**src/fat16_pkg.sv**
```systemverilog
// ----------------------------------------------------------------------------
// fat16_pkg
// Shared types and constants for the FAT16 root directory file search.
// ----------------------------------------------------------------------------
`default_nettype none

package fat16_pkg;

    // Directory entry layout
    localparam int unsigned ENTRY_BYTES   = 32;
    localparam int unsigned OFFSET_W      = $clog2(ENTRY_BYTES);

    localparam logic [OFFSET_W-1:0] OFF_NAME       = OFFSET_W'(0);
    localparam logic [OFFSET_W-1:0] OFF_ATTR       = OFFSET_W'(11);
    localparam logic [OFFSET_W-1:0] OFF_CLUSTER_LO = OFFSET_W'(26);
    localparam logic [OFFSET_W-1:0] OFF_CLUSTER_HI = OFFSET_W'(27);
    localparam logic [OFFSET_W-1:0] OFF_SIZE_0     = OFFSET_W'(28);
    localparam logic [OFFSET_W-1:0] OFF_SIZE_1     = OFFSET_W'(29);
    localparam logic [OFFSET_W-1:0] OFF_SIZE_2     = OFFSET_W'(30);
    localparam logic [OFFSET_W-1:0] OFF_SIZE_3     = OFFSET_W'(31);

    localparam logic [7:0]  DELETED_MARK = 8'hE5;
    localparam logic [7:0]  END_MARK     = 8'h00;
    localparam logic [4:0]  ATTR_MASK    = 5'h1F;
    localparam logic [31:0] CLUSTER_BIAS = 32'd2;
    localparam int unsigned SECTOR_SHIFT = 9;

    // Configuration register indexes
    localparam int unsigned CFG_INDEX_W = 2;
    localparam int unsigned CFG_DATA_W  = 16;
    localparam logic [CFG_INDEX_W-1:0] CFG_WANTED_INDEX = 2'd0;
    localparam logic [CFG_INDEX_W-1:0] CFG_CLUSTER_SHIFT = 2'd1;
    localparam logic [CFG_INDEX_W-1:0] CFG_DATA_START   = 2'd2;

    // Configuration reset values
    localparam logic [7:0]  WANTED_RESET = 8'd1;
    localparam logic [3:0]  SHIFT_RESET  = 4'd6;
    localparam logic [15:0] START_RESET  = 16'd0;

    // Stream widths
    localparam int unsigned S_TDATA_W = 8;
    localparam int unsigned S_TUSER_W = 1;
    localparam int unsigned M_TDATA_W = 64;
    localparam int unsigned M_TUSER_W = 1;

    typedef struct packed {
        logic        found;
        logic [31:0] file_byte_address;
        logic [31:0] file_size;
    } result_t;

endpackage

`default_nettype wire

```
**src/fat16_directory_file_search_top.sv**
```systemverilog
// ----------------------------------------------------------------------------
// fat16_directory_file_search_top
// Scans a FAT16 root directory byte stream for the n-th file entry and reports
// its byte address and size, or not-found at the end of the directory.
//
//   Channel  | Direction | Handshake            | Payload
//   ---------+-----------+----------------------+------------------------------
//   s_       | in        | s_tvalid / s_tready  | dir_byte, scan_start
//   m_       | out       | m_tvalid / m_tready  | found, byte address, size
//   cfg_     | in        | cfg_valid / cfg_ready| register index, data
//
// One directory byte is taken per cycle while s_tready is high and updates the
// scan state. A result from the last size byte or the end-of-directory byte
// goes to the output register, or to the skid register while m_ stalls; this
// two-entry buffer keeps s_tready high while one result waits on m_tready.
// Reset is synchronous, active low, and restores scan control state, valid
// flags and config; data registers are not reset. cfg_ready is always high.
// ----------------------------------------------------------------------------
`default_nettype none

module fat16_directory_file_search_top (
    input  wire logic                             aclk,
    input  wire logic                             aresetn,
    // s_tdata: [7:0] dir_byte
    input  wire logic [fat16_pkg::S_TDATA_W-1:0]  s_tdata,
    // s_tuser: [0] scan_start
    input  wire logic [fat16_pkg::S_TUSER_W-1:0]  s_tuser,
    input  wire logic                             s_tvalid,
    output logic                                  s_tready,
    // m_tdata: [31:0] file_byte_address, [63:32] file_size
    output logic [fat16_pkg::M_TDATA_W-1:0]       m_tdata,
    // m_tuser: [0] found
    output logic [fat16_pkg::M_TUSER_W-1:0]       m_tuser,
    output logic                                  m_tvalid,
    input  wire logic                             m_tready,
    input  wire logic                             cfg_valid,
    output logic                                  cfg_ready,
    input  wire logic [fat16_pkg::CFG_INDEX_W-1:0] cfg_index,
    input  wire logic [fat16_pkg::CFG_DATA_W-1:0]  cfg_data
);
    import fat16_pkg::*;

    // Configuration
    logic [7:0]  wanted_reg;
    logic [3:0]  shift_reg;
    logic [15:0] start_sector_reg;

    // Scan state
    logic [OFFSET_W-1:0] offset_reg, offset_next;
    logic [7:0]          count_reg, count_next;
    logic                deleted_reg, deleted_next;
    logic                selected_reg, selected_next;
    logic                done_reg, done_next;
    logic [7:0]          clus_lo_reg, clus_lo_next;
    logic [31:0]         addr_reg, addr_next;
    logic [31:0]         size_reg, size_next;

    // Output buffer
    logic    out_valid_reg, out_valid_next;
    logic    skid_valid_reg, skid_valid_next;
    result_t out_reg, out_next;
    result_t skid_reg, skid_next;

    logic                accept;
    logic [7:0]          dir_byte;
    logic                scan_start;
    logic [OFFSET_W-1:0] offset_cur;
    logic [7:0]          count_cur;
    logic                done_cur;
    logic [31:0]         cluster_addr;
    logic                res_valid;
    result_t             res;

    assign cfg_ready  = 1'b1;
    assign s_tready   = !skid_valid_reg;
    assign accept     = s_tvalid && s_tready;
    assign dir_byte   = s_tdata[7:0];
    assign scan_start = s_tuser[0];

    assign m_tvalid = out_valid_reg;
    assign m_tuser  = out_reg.found;
    assign m_tdata  = {out_reg.file_size, out_reg.file_byte_address};

    always_ff @(posedge aclk) begin
        if (!aresetn) begin
            wanted_reg       <= WANTED_RESET;
            shift_reg        <= SHIFT_RESET;
            start_sector_reg <= START_RESET;
        end else if (cfg_valid && cfg_ready) begin
            unique case (cfg_index)
                CFG_WANTED_INDEX:  wanted_reg       <= cfg_data[7:0];
                CFG_CLUSTER_SHIFT: shift_reg        <= cfg_data[3:0];
                CFG_DATA_START:    start_sector_reg <= cfg_data;
                default: ;
            endcase
        end
    end

    // Sector of the entry's first cluster, scaled to bytes
    always_comb begin
        cluster_addr = ({16'd0, dir_byte, clus_lo_reg} - CLUSTER_BIAS) << shift_reg;
        cluster_addr = (cluster_addr + {16'd0, start_sector_reg}) << SECTOR_SHIFT;
    end

    always_comb begin
        offset_next   = offset_reg;
        count_next    = count_reg;
        deleted_next  = deleted_reg;
        selected_next = selected_reg;
        done_next     = done_reg;
        clus_lo_next  = clus_lo_reg;
        addr_next     = addr_reg;
        size_next     = size_reg;
        res_valid     = 1'b0;
        res           = '0;

        offset_cur = scan_start ? OFF_NAME : offset_reg;
        count_cur  = scan_start ? 8'd1 : count_reg;
        done_cur   = scan_start ? 1'b0 : done_reg;

        if (accept) begin
            offset_next = offset_cur;
            count_next  = count_cur;
            done_next   = done_cur;
            if (!done_cur) begin
                offset_next = offset_cur + OFFSET_W'(1);
                if (offset_cur == OFF_NAME) begin
                    if (dir_byte == END_MARK) begin
                        done_next = 1'b1;
                        res_valid = 1'b1;
                    end else begin
                        deleted_next  = (dir_byte == DELETED_MARK);
                        selected_next = 1'b0;
                    end
                end else if (offset_cur == OFF_ATTR) begin
                    if (!deleted_reg && ((dir_byte[4:0] & ATTR_MASK) == 5'd0)) begin
                        if (count_cur == wanted_reg) begin
                            selected_next = 1'b1;
                        end else begin
                            count_next = count_cur + 8'd1;
                        end
                    end
                end else if (offset_cur == OFF_CLUSTER_LO) begin
                    clus_lo_next = dir_byte;
                end else if (offset_cur == OFF_CLUSTER_HI) begin
                    addr_next = cluster_addr;
                end else if (offset_cur == OFF_SIZE_0) begin
                    size_next = {24'd0, dir_byte};
                end else if (offset_cur == OFF_SIZE_1) begin
                    size_next[15:8] = dir_byte;
                end else if (offset_cur == OFF_SIZE_2) begin
                    size_next[23:16] = dir_byte;
                end else if (offset_cur == OFF_SIZE_3) begin
                    size_next[31:24] = dir_byte;
                    if (selected_reg) begin
                        done_next               = 1'b1;
                        res_valid               = 1'b1;
                        res.found               = 1'b1;
                        res.file_byte_address   = addr_reg;
                        res.file_size           = {dir_byte, size_reg[23:0]};
                    end
                end
            end
        end
    end

    // Output register plus skid register; skid fills only while m_ stalls
    always_comb begin
        out_valid_next  = out_valid_reg;
        skid_valid_next = skid_valid_reg;
        out_next        = out_reg;
        skid_next       = skid_reg;
        if (out_valid_reg && m_tready) begin
            if (skid_valid_reg) begin
                out_next        = skid_reg;
                skid_valid_next = 1'b0;
            end else begin
                out_valid_next = res_valid;
                out_next       = res;
            end
        end else if (!out_valid_reg) begin
            out_valid_next = res_valid;
            out_next       = res;
        end else if (res_valid) begin
            skid_valid_next = 1'b1;
            skid_next       = res;
        end
    end

    always_ff @(posedge aclk) begin
        if (!aresetn) begin
            offset_reg     <= OFF_NAME;
            count_reg      <= 8'd1;
            deleted_reg    <= 1'b0;
            selected_reg   <= 1'b0;
            done_reg       <= 1'b0;
            out_valid_reg  <= 1'b0;
            skid_valid_reg <= 1'b0;
        end else begin
            offset_reg     <= offset_next;
            count_reg      <= count_next;
            deleted_reg    <= deleted_next;
            selected_reg   <= selected_next;
            done_reg       <= done_next;
            out_valid_reg  <= out_valid_next;
            skid_valid_reg <= skid_valid_next;
        end
    end

    always_ff @(posedge aclk) begin
        clus_lo_reg <= clus_lo_next;
        addr_reg    <= addr_next;
        size_reg    <= size_next;
        out_reg     <= out_next;
        skid_reg    <= skid_next;
    end

    // Skid register holds data only behind a valid output register
    assert property (@(posedge aclk) disable iff (!aresetn)
        skid_valid_reg |-> out_valid_reg)
        else $error("skid register valid while output register empty");

    // A not-found result carries zero address and size
    assert property (@(posedge aclk) disable iff (!aresetn)
        (out_valid_reg && !out_reg.found) |->
            (out_reg.file_byte_address == 32'd0 && out_reg.file_size == 32'd0))
        else $error("not-found result with nonzero payload");

    // Every result ends the scan until the next scan start
    assert property (@(posedge aclk) disable iff (!aresetn)
        res_valid |=> done_reg)
        else $error("scan not marked done after a result");

    // A found result needs the entry to have been selected
    assert property (@(posedge aclk) disable iff (!aresetn)
        (res_valid && res.found) |-> selected_reg)
        else $error("found result without a selected entry");

endmodule

`default_nettype wire
```
**config.mk**
```make
export PLATFORM = sky130hd
export DESIGN_NAME = fat16_directory_file_search_top
export DESIGN_NICKNAME = d
export VERILOG_FILES = /design/src/fat16_pkg.sv /design/src/fat16_directory_file_search_top.sv
export SDC_FILE = /design/constraint.sdc
export NUM_CORES = 1
export LEC_CHECK = 0
export BUFFER_PORTS_ARGS = -buffer_cell sky130_fd_sc_hd__buf_2
export CORE_UTILIZATION = 45
export CTS_BUF_LIST = sky130_fd_sc_hd__clkbuf_8
export CTS_CLUSTER_DIAMETER = 50
export CTS_CLUSTER_SIZE = 16
export DETAILED_ROUTE_END_ITERATION = 10
export PLACE_DENSITY_LB_ADDON = 0.2
export SLEW_MARGIN = 20
export SYNTH_ARGS = -nofsm -noshare
export SYNTH_HDL_FRONTEND = slang
export SYNTH_SLANG_ARGS = --single-unit
```
**constraint.sdc**
```tcl
create_clock -name aclk -period 5.8 [get_ports aclk]
set_input_delay 1.16 -clock aclk [delete_from_list [all_inputs] [get_ports aclk]]
set_output_delay 1.16 -clock aclk [all_outputs]
set_load 0.02 [all_outputs]
```
==> results of run 1 <==
-- logic make-up (layout without fill, tap and decap cells) --
group | count (synthesis) | in the layout
simple gates | 343 | 343
flops | 213 | 213
mux | 32 | 32
other cells | 2 | 10
buf+inv | 100 | 171
xor+xnor | 35 | 35
compound gates | 229 | 229
fa+ha+maj | 25 | 25
-- stage by stage --
stage / total power, uW / hold slack [ns] / utilization [%]
after floorplan: 1833 / 0.4406 / -
after global placement: 1884 / 0.4552 / 48.66
after detailed placement: 1886 / 0.4641 / 48.66
after CTS: 2977 / 0.4761 / 50.89
after global routing: 3061 / 0.4961 / 50.89
final: 2939 / 0.4757 / 50.89
-- worst reg2reg max path, delay by kind of cell, from the launching register on --
family | cells | cell delay, ns
simple gates | 7 | 2.12
xor+xnor | 1 | 0.18
flops | 1 | 0.56
fa+ha+maj | 1 | 0.28
compound gates | 6 | 1.61
-- routing by layer --
layer / GRT usage (%) / vias up / wire (um)
li1: - / 3743 / -
met1: 28.03 / 3596 / 11170
met2: 27.81 / 226 / 9544
met3: 3.046 / 30 / 1361
met4: 5.789 / 0 / 463
met5: 0 / - / 0
-- worst min-delay path by stage --
stage	start	to	slack [ns]	depth (start not counted)
3_3_place_gp	start_sector_reg[2]$_SDFFE_PN0P_	start_sector_reg[2]$_SDFFE_PN0P_	0.46	2
6_report	start_sector_reg[2]$_SDFFE_PN0P_	start_sector_reg[2]$_SDFFE_PN0P_	0.48	2
5_1_grt	start_sector_reg[9]$_SDFFE_PN0P_	start_sector_reg[9]$_SDFFE_PN0P_	0.50	2
3_5_place_dp	start_sector_reg[2]$_SDFFE_PN0P_	start_sector_reg[2]$_SDFFE_PN0P_	0.46	2
2_1_floorplan	start_sector_reg[0]$_SDFFE_PN0P_	start_sector_reg[0]$_SDFFE_PN0P_	0.44	2
4_1_cts	start_sector_reg[2]$_SDFFE_PN0P_	start_sector_reg[2]$_SDFFE_PN0P_	0.48	2
-- power breakdown --
| group | internal (uW) | switching, uW |
|---|---|---|
| sequential | 1640 | 10.4 |
| combinational | 76.1 | 127 |
| clock | 485 | 603 |
-- cell usage in the layout (no fill, tap or decap), drive strengths merged, types with 5 or more instances in the layout --
master    n
a211o     5
a211oi    9
a21o     62
a21oi    57
a31oi     8
and2     13
and3     60
buf     104
clkbuf   25
clkinv   11
conb     10
dfxtp    46
edfxtp  167
ha       24
inv      29
mux2      8
mux2i    22
nand2    79
nand2b    7
nand3    13
nand4     6
nor2     76
nor2b    13
nor3     28
nor4      9
nor4b     5
o21ai    36
o31ai     7
or4      10
xnor2    25
xor2     10
-- cell type report --
type	count	area, um^2
multi-input cells	674	4397
fillers	2187	11490
repair buffers	104	570.5
clock buffers	25	344.1
clock inverters	19	177.7
well taps	319	399.1
inverters	23	86.33
flip-flops and latches	213	5936
==> flow_metrics.py, run 1 <==
metrics = {
    "status": {
        "status": "finished, final reports clean",
    },
    "yosys": {
        "synthSimpleGateAreaFrac_pct": 16.93,
        "synth_edf_count": 167,
        "yosys.area_share.adder_pct": 2.990,
        "yosysWarnings": 0,
        "synth_ff_type": "edfxtp_1",
        "seq_area_frac_synth_pct": 55.40,
        "yosysUniqueCellTypes": 73,
        "synth_area_um2": 10710,
        "yosysTopAreaCell": "edfxtp_1",
        "synthTopCellsByCount": "edfxtp_1, nand2_1, nor2_1",
        "synth_compound_area_share_pct": 14.32,
        "synth_top_area_share_pct": 46.81,
        "muxShareOfSynthArea_pct": 3.317,
        "ys_top_cells_by_area": "edfxtp_1, dfxtp_1, a21o_1",
        "syn_avg_cell_area_um2": 10.94,
        "synth_top_family_by_area": "simple AND/OR/NAND/NOR gates",
        "yosys_register_bits": 213,
        "syn_inst": 979,
        "synth_xor_area_share_pct": 2.931,
        "ys_async_sr_fraction_pct": 0,
        "synth_most_common_cell": "edfxtp_1",
    },
    "clocking": {
        "cts_hold_buf": 0,
        "cts_inserted_buffers": 24,
        "clk_pin_slew_ns": 0.09,
        "post-cts-setup-buffers": 0,
        "clockRootBuffer": "clkbuf_8",
        "htreeDepth": 1,
        "clock_path_buffers": 3,
        "clkSinkCount": 213,
        "clk_latency_ns": 0.55,
        "ctsResizeCount": 0,
        "cts_tree": "done",
    },
    "final_layout": {
        "design_area_um2": 11910,
        "final_nets": 1097,
        "area_growth_pct": 11.16,
        "final_cell_count_no_fill": 1377,
        "drive_gt1_share_pct": 16.16,
        "antenna_cells": 0,
        "largest_register_ff_count": 56,
    },
    "power_and_ir_drop": {
        "peakVddDrop_mv": 0.1454,
        "power.density_nw_per_um2": 246.8,
        "leakagePower_uw": 0.005349,
    },
    "floorplan": {
        "fp.dieH_um": 156.3,
        "dieArea_um2": 24430,
        "core_um2": 23400,
        "io_pins": 100,
        "rows": 56,
        "die_x_um": 156.3,
        "start_util_pct": 45.78,
    },
    "setup_path": {
        "slowest_delay_ns": 0.70,
        "worstSetupPathType": "flop to flop",
        "crit_required_ns": 6.07,
        "path_delay_family": "simple AND/OR/NAND/NOR gates",
        "cp_max_fo": 10,
        "crit_path_end": "addr_reg[31]$_DFFE_PP_",
        "ff2ff_setup_slack_ns": 0.78,
        "worstSetupStartpointType": "flop",
        "regToRegStartpoint": "clus_lo_reg[4]$_DFFE_PP_",
        "regToRegEndpoint": "addr_reg[31]$_DFFE_PP_",
        "ff2ff_path_depth": 15,
        "critPathBufInv": 0,
        "critPathSlowestCell": "or4_1",
        "path_depth": 15,
        "cp_cell_sequence": "or4_1, o211ai_1, o211ai_1, and2_1, o31ai_1, nor2_1, ha_1, or4_1, o21a_1, or4_1, o21ai_0, nor2_1, o31ai_1, nor4_2, xor2_1",
        "cp_common_cell": "or4_1",
        "worstSetupEndpointType": "flop",
        "critical_path_arrival_ns": 5.30,
        "worstSetupStartpoint": "clus_lo_reg[4]$_DFFE_PP_",
    },
    "sta": {
        "tightest_slew_ns": 1.099,
        "fin_tns_setup_ns": 0,
        "max_freq_ghz": 0.1991,
        "fin_crit_sh_pct": 86.62,
        "rsz0062_at_grt": "false",
        "min_period_ns": 5.024,
        "fin_skew_ns": 0.02887,
        "max-slew-margin-rel_pct": 26.14,
        "slew_violations": 0,
        "fin_ws_ns": 0.7763,
        "setup_viol": 0,
        "hold_viol": 0,
    },
    "place": {
        "placed_cells": 1333,
        "gp_congestion": 0.8689,
        "pre_cts_ws_ns": 0.5024,
        "post_dp_cell_area_um2": 11390,
        "dp_hpwl_um": 15410,
        "portBuffers": 89,
    },
    "grt": {
        "antenna_found_initial": 0,
        "grt_first_pass_wirelength_um": 36820,
        "grt_max_degree": 59,
        "grt-ovfl-total": 0,
        "grtUsageTotal_pct": 18.78,
        "grt_pass1_vias": 7046,
    },
    "min_path": {
        "hp-class": "flop to flop",
    },
    "flow_run": {
        "drv_cap": 0,
    },
    "drt": {
        "via_count": 7595,
        "wl_per_cell_um": 16.37,
        "drtAntennaViolNets": 0,
        "drc": 0,
        "wl_um": 22540,
        "first_iter_violations": 520,
        "first_pass_iters": 5,
        "vias_per_cell": 5.516,
    },
}
No activity file was read; power rests on OpenSTA's default activity.
==> run 2, diff against run 1 <==
--- a/config.mk
+++ b/config.mk
@@ -5,12 +5,13 @@
 export SDC_FILE = /design/constraint.sdc
 export NUM_CORES = 1
 export LEC_CHECK = 0
-export BUFFER_PORTS_ARGS = -buffer_cell sky130_fd_sc_hd__buf_2
+export ABC_AREA = 1
 export CORE_UTILIZATION = 45
 export CTS_BUF_LIST = sky130_fd_sc_hd__clkbuf_8
 export CTS_CLUSTER_DIAMETER = 50
 export CTS_CLUSTER_SIZE = 16
 export DETAILED_ROUTE_END_ITERATION = 10
+export DONT_BUFFER_PORTS = 1
 export PLACE_DENSITY_LB_ADDON = 0.2
 export SLEW_MARGIN = 20
 export SYNTH_ARGS = -nofsm -noshare
==> run 2 against run 1 <==
Effect of this change:
- synthesized cell count up 12%
- critical path depth fell by 1
- sequential share of layout area up 2.4 points
- global-route usage barely moved
- flip-flop and latch count unchanged
- non-clock buffer count fell by 97
- utilization down 1.1 points
- maximum frequency increased by 29%
- clock power grew 6%
- first-iteration DRC count shrank 3.8%
- sequential power is 3% higher
- critical path type unchanged
==> flow_metrics.py, run 2 <==
metrics = {
    "status": {
        "status": "finished, final reports clean",
    },
    "setup_path": {
        "worstSetupStartpointType": "flop",
        "cp_cell_sequence": "inv_1, or2_2, a31oi_1, nor2_1, ha_1, a21oi_1, inv_1, a31oi_1, o21ai_1, a21boi_0, o21ai_1, nand2_1, nand2_1, xor2_1",
        "critPathSlowestCell": "dfxtp_1",
        "cp_max_fo": 22,
        "worstSetupPathType": "flop to flop",
        "worstSetupEndpointType": "flop",
        "ff2ff_setup_slack_ns": 1.91,
        "critPathBufInv": 2,
        "slowest_delay_ns": 0.71,
        "path_delay_family": "compound AO/OA/AOI/OAI gates",
        "crit_required_ns": 6.11,
        "critical_path_arrival_ns": 4.20,
    },
    "final_layout": {
        "layout_commonest_cell": "nand2_1",
        "fill_cells": 2209,
        "layout_common_cells": "nand2_1, edfxtp_1, inv_1",
        "drive_gt1_share_pct": 12.67,
        "largest_register_ff_count": 56,
        "antenna_cells": 0,
        "final_nets": 1144,
        "register_area_um2": 5937,
        "multi_input_area_um2": 3908,
        "area_growth_pct": 7.209,
    },
    "yosys": {
        "synth_edf_count": 167,
        "seq_area_frac_synth_pct": 55.98,
        "ys_async_sr_fraction_pct": 0,
        "synth_top_family_by_area": "simple AND/OR/NAND/NOR gates",
        "yosysUniqueCellTypes": 50,
        "yosys_register_bits": 213,
        "synth_most_common_cell": "nand2_1",
        "yosysTopAreaCell": "edfxtp_1",
        "synth_ff_type": "edfxtp_1",
        "synth_top_area_share_pct": 47.29,
        "syn_inst": 1097,
        "syn_avg_cell_area_um2": 9.666,
        "yosys.area_share.adder_pct": 3.021,
        "synthTopCellsByCount": "nand2_1, edfxtp_1, inv_1",
        "ys_top_cells_by_area": "edfxtp_1, dfxtp_1, nand2_1",
        "synthSimpleGateAreaFrac_pct": 19.72,
        "synth_xor_area_share_pct": 2.065,
        "yosysWarnings": 0,
        "synth_area_um2": 10600,
        "muxShareOfSynthArea_pct": 0,
        "synth_compound_area_share_pct": 11.52,
    },
    "drt": {
        "first_iter_violations": 500,
        "via_count": 7282,
        "drtAntennaViolNets": 0,
        "vias_per_cell": 5.135,
        "wl_um": 22300,
        "first_pass_iters": 4,
        "drc": 0,
        "wl_per_cell_um": 15.73,
    },
    "clocking": {
        "cts_tree": "done",
        "ctsResizeCount": 0,
        "clk_pin_slew_ns": 0.09,
        "clockRootBuffer": "clkbuf_8",
        "htreeDepth": 1,
        "clkSinkCount": 213,
        "cts_hold_buf": 0,
        "post-cts-setup-buffers": 0,
        "cts_inserted_buffers": 24,
        "clock_path_buffers": 3,
        "clk_latency_ns": 0.57,
    },
    "grt": {
        "antenna_found_initial": 0,
        "grt_max_degree": 59,
        "grt-ovfl-total": 0,
        "grtUsageTotal_pct": 18.77,
        "grt_pass1_vias": 6898,
        "grt_first_pass_wirelength_um": 36240,
    },
    "place": {
        "portBuffers": 0,
        "dp_hpwl_um": 15670,
        "pre_cts_ws_ns": 1.804,
        "gp_congestion": 0.8630,
    },
    "sta": {
        "slew_violations": 0,
        "fin_ws_ns": 1.911,
        "rsz0062_at_grt": "false",
        "min_period_ns": 3.889,
        "setup_viol": 0,
        "fin_tns_setup_ns": 0,
        "tightest_slew_ns": 1.047,
        "fin_skew_ns": 0.02897,
        "max_freq_ghz": 0.2571,
        "hold_viol": 0,
        "max-slew-margin-rel_pct": 30.23,
        "fin_crit_sh_pct": 67.06,
    },
    "power_and_ir_drop": {
        "comb_power_share_pct": 7.8,
        "switchingPower_uw": 827.1,
        "leakagePower_uw": 0.004578,
        "power.density_nw_per_um2": 272.0,
        "swShare_pct": 26.75,
        "peakVddDrop_mv": 0.1650,
        "clkPwrFrac_pct": 37.3,
        "internal_power_uw": 2265,
        "p_seq_share_pct": 54.9,
    },
    "floorplan": {
        "fp.dieH_um": 155.5,
        "core_um2": 22850,
        "die_x_um": 155.5,
        "rows": 55,
        "start_util_pct": 46.41,
        "io_pins": 100,
        "dieArea_um2": 24180,
    },
    "flow_run": {
        "drv_cap": 0,
    },
    "min_path": {
        "hp-class": "flop to flop",
    },
}
==> run 2: cell types whose count changed in the layout (fill, tap and decap cells not counted), moves of 39 or more <==
cell,change
a21o_1,-59
nand3_1,+69
inv_1,+113
and3_1,-59
nand2_1,+109
buf_2,-89
a31o_2,+39
==> run 2: metrics by stage <==
step	power (uW)	instance area [um^2]	utilization, %	std cells	hold slack [ns]
final	3092	11370	49.76	1418	0.4543
after global routing	3230	11370	49.76	1418	0.4766
after CTS	3130	11370	49.76	1418	0.4598
after detailed placement	1973	10820	47.34	1374	0.4446
after global placement	1970	10820	47.34	1374	0.4423
after floorplan	1924	10640	-	1105	0.4280
==> run 2: kinds of logic after synthesis <==
kind of cell	count (synthesis)
AND/OR/NAND/NOR	448
flip-flops	213
AO/OA/AOI/OAI	193
buffers and inverters	191
XOR/XNOR	25
adder cells (fa/ha/maj)	25
other	2
==> run 2: layer usage <==
metal  routed length (um)  global-route usage (%)
met4                  259                   3.875
met3                 1312                   3.565
met1                11300                   28.44
met5                    0                       0
met2                 9430                   27.82
==> run 2: worst register-to-register path: stages (launching register included) <==
cell and delay (ns):
dfxtp_1 0.71, inv_1 0.48, or2_2 0.43, a31oi_1 0.26, nor2_1 0.08, ha_1 0.35, a21oi_1 0.16, inv_1 0.05
a31oi_1 0.22, o21ai_1 0.15, a21boi_0 0.31, o21ai_1 0.16, nand2_1 0.09, nand2_1 0.06, xor2_1 0.15
==> run 2: worst paths after layout <==
check                           cells after the start                               end                        startpoint
worst max-delay path                               14            addr_reg[22]$_DFFE_PP_         shift_reg[1]$_SDFFE_PN1P_
worst min-delay path                                2  start_sector_reg[3]$_SDFFE_PN0P_  start_sector_reg[3]$_SDFFE_PN0P_
worst max register to register                     14            addr_reg[22]$_DFFE_PP_         shift_reg[1]$_SDFFE_PN1P_
worst min register to register                      2  start_sector_reg[3]$_SDFFE_PN0P_  start_sector_reg[3]$_SDFFE_PN0P_
==> run 2: area by class of cell <==
type	count	share of cell area, %
Sequential cell	213	52.22
Clock inverter	20	1.948
Tap cell	313	3.445
Clock buffer	24	2.906
Multi-Input combinational cell	701	34.37
Inverter	140	4.645
Timing Repair Buffer	7	0.4622
==> run 2: power by group through the flow <==
stage,Combinational (uW),Sequential [uW],Clock [uW]
finish,241,1700,1150
global route,274,1700,1250
CTS,240,1700,1190
detailed placement,239,1730,0
global placement,236,1730,0
floorplan,202,1720,0
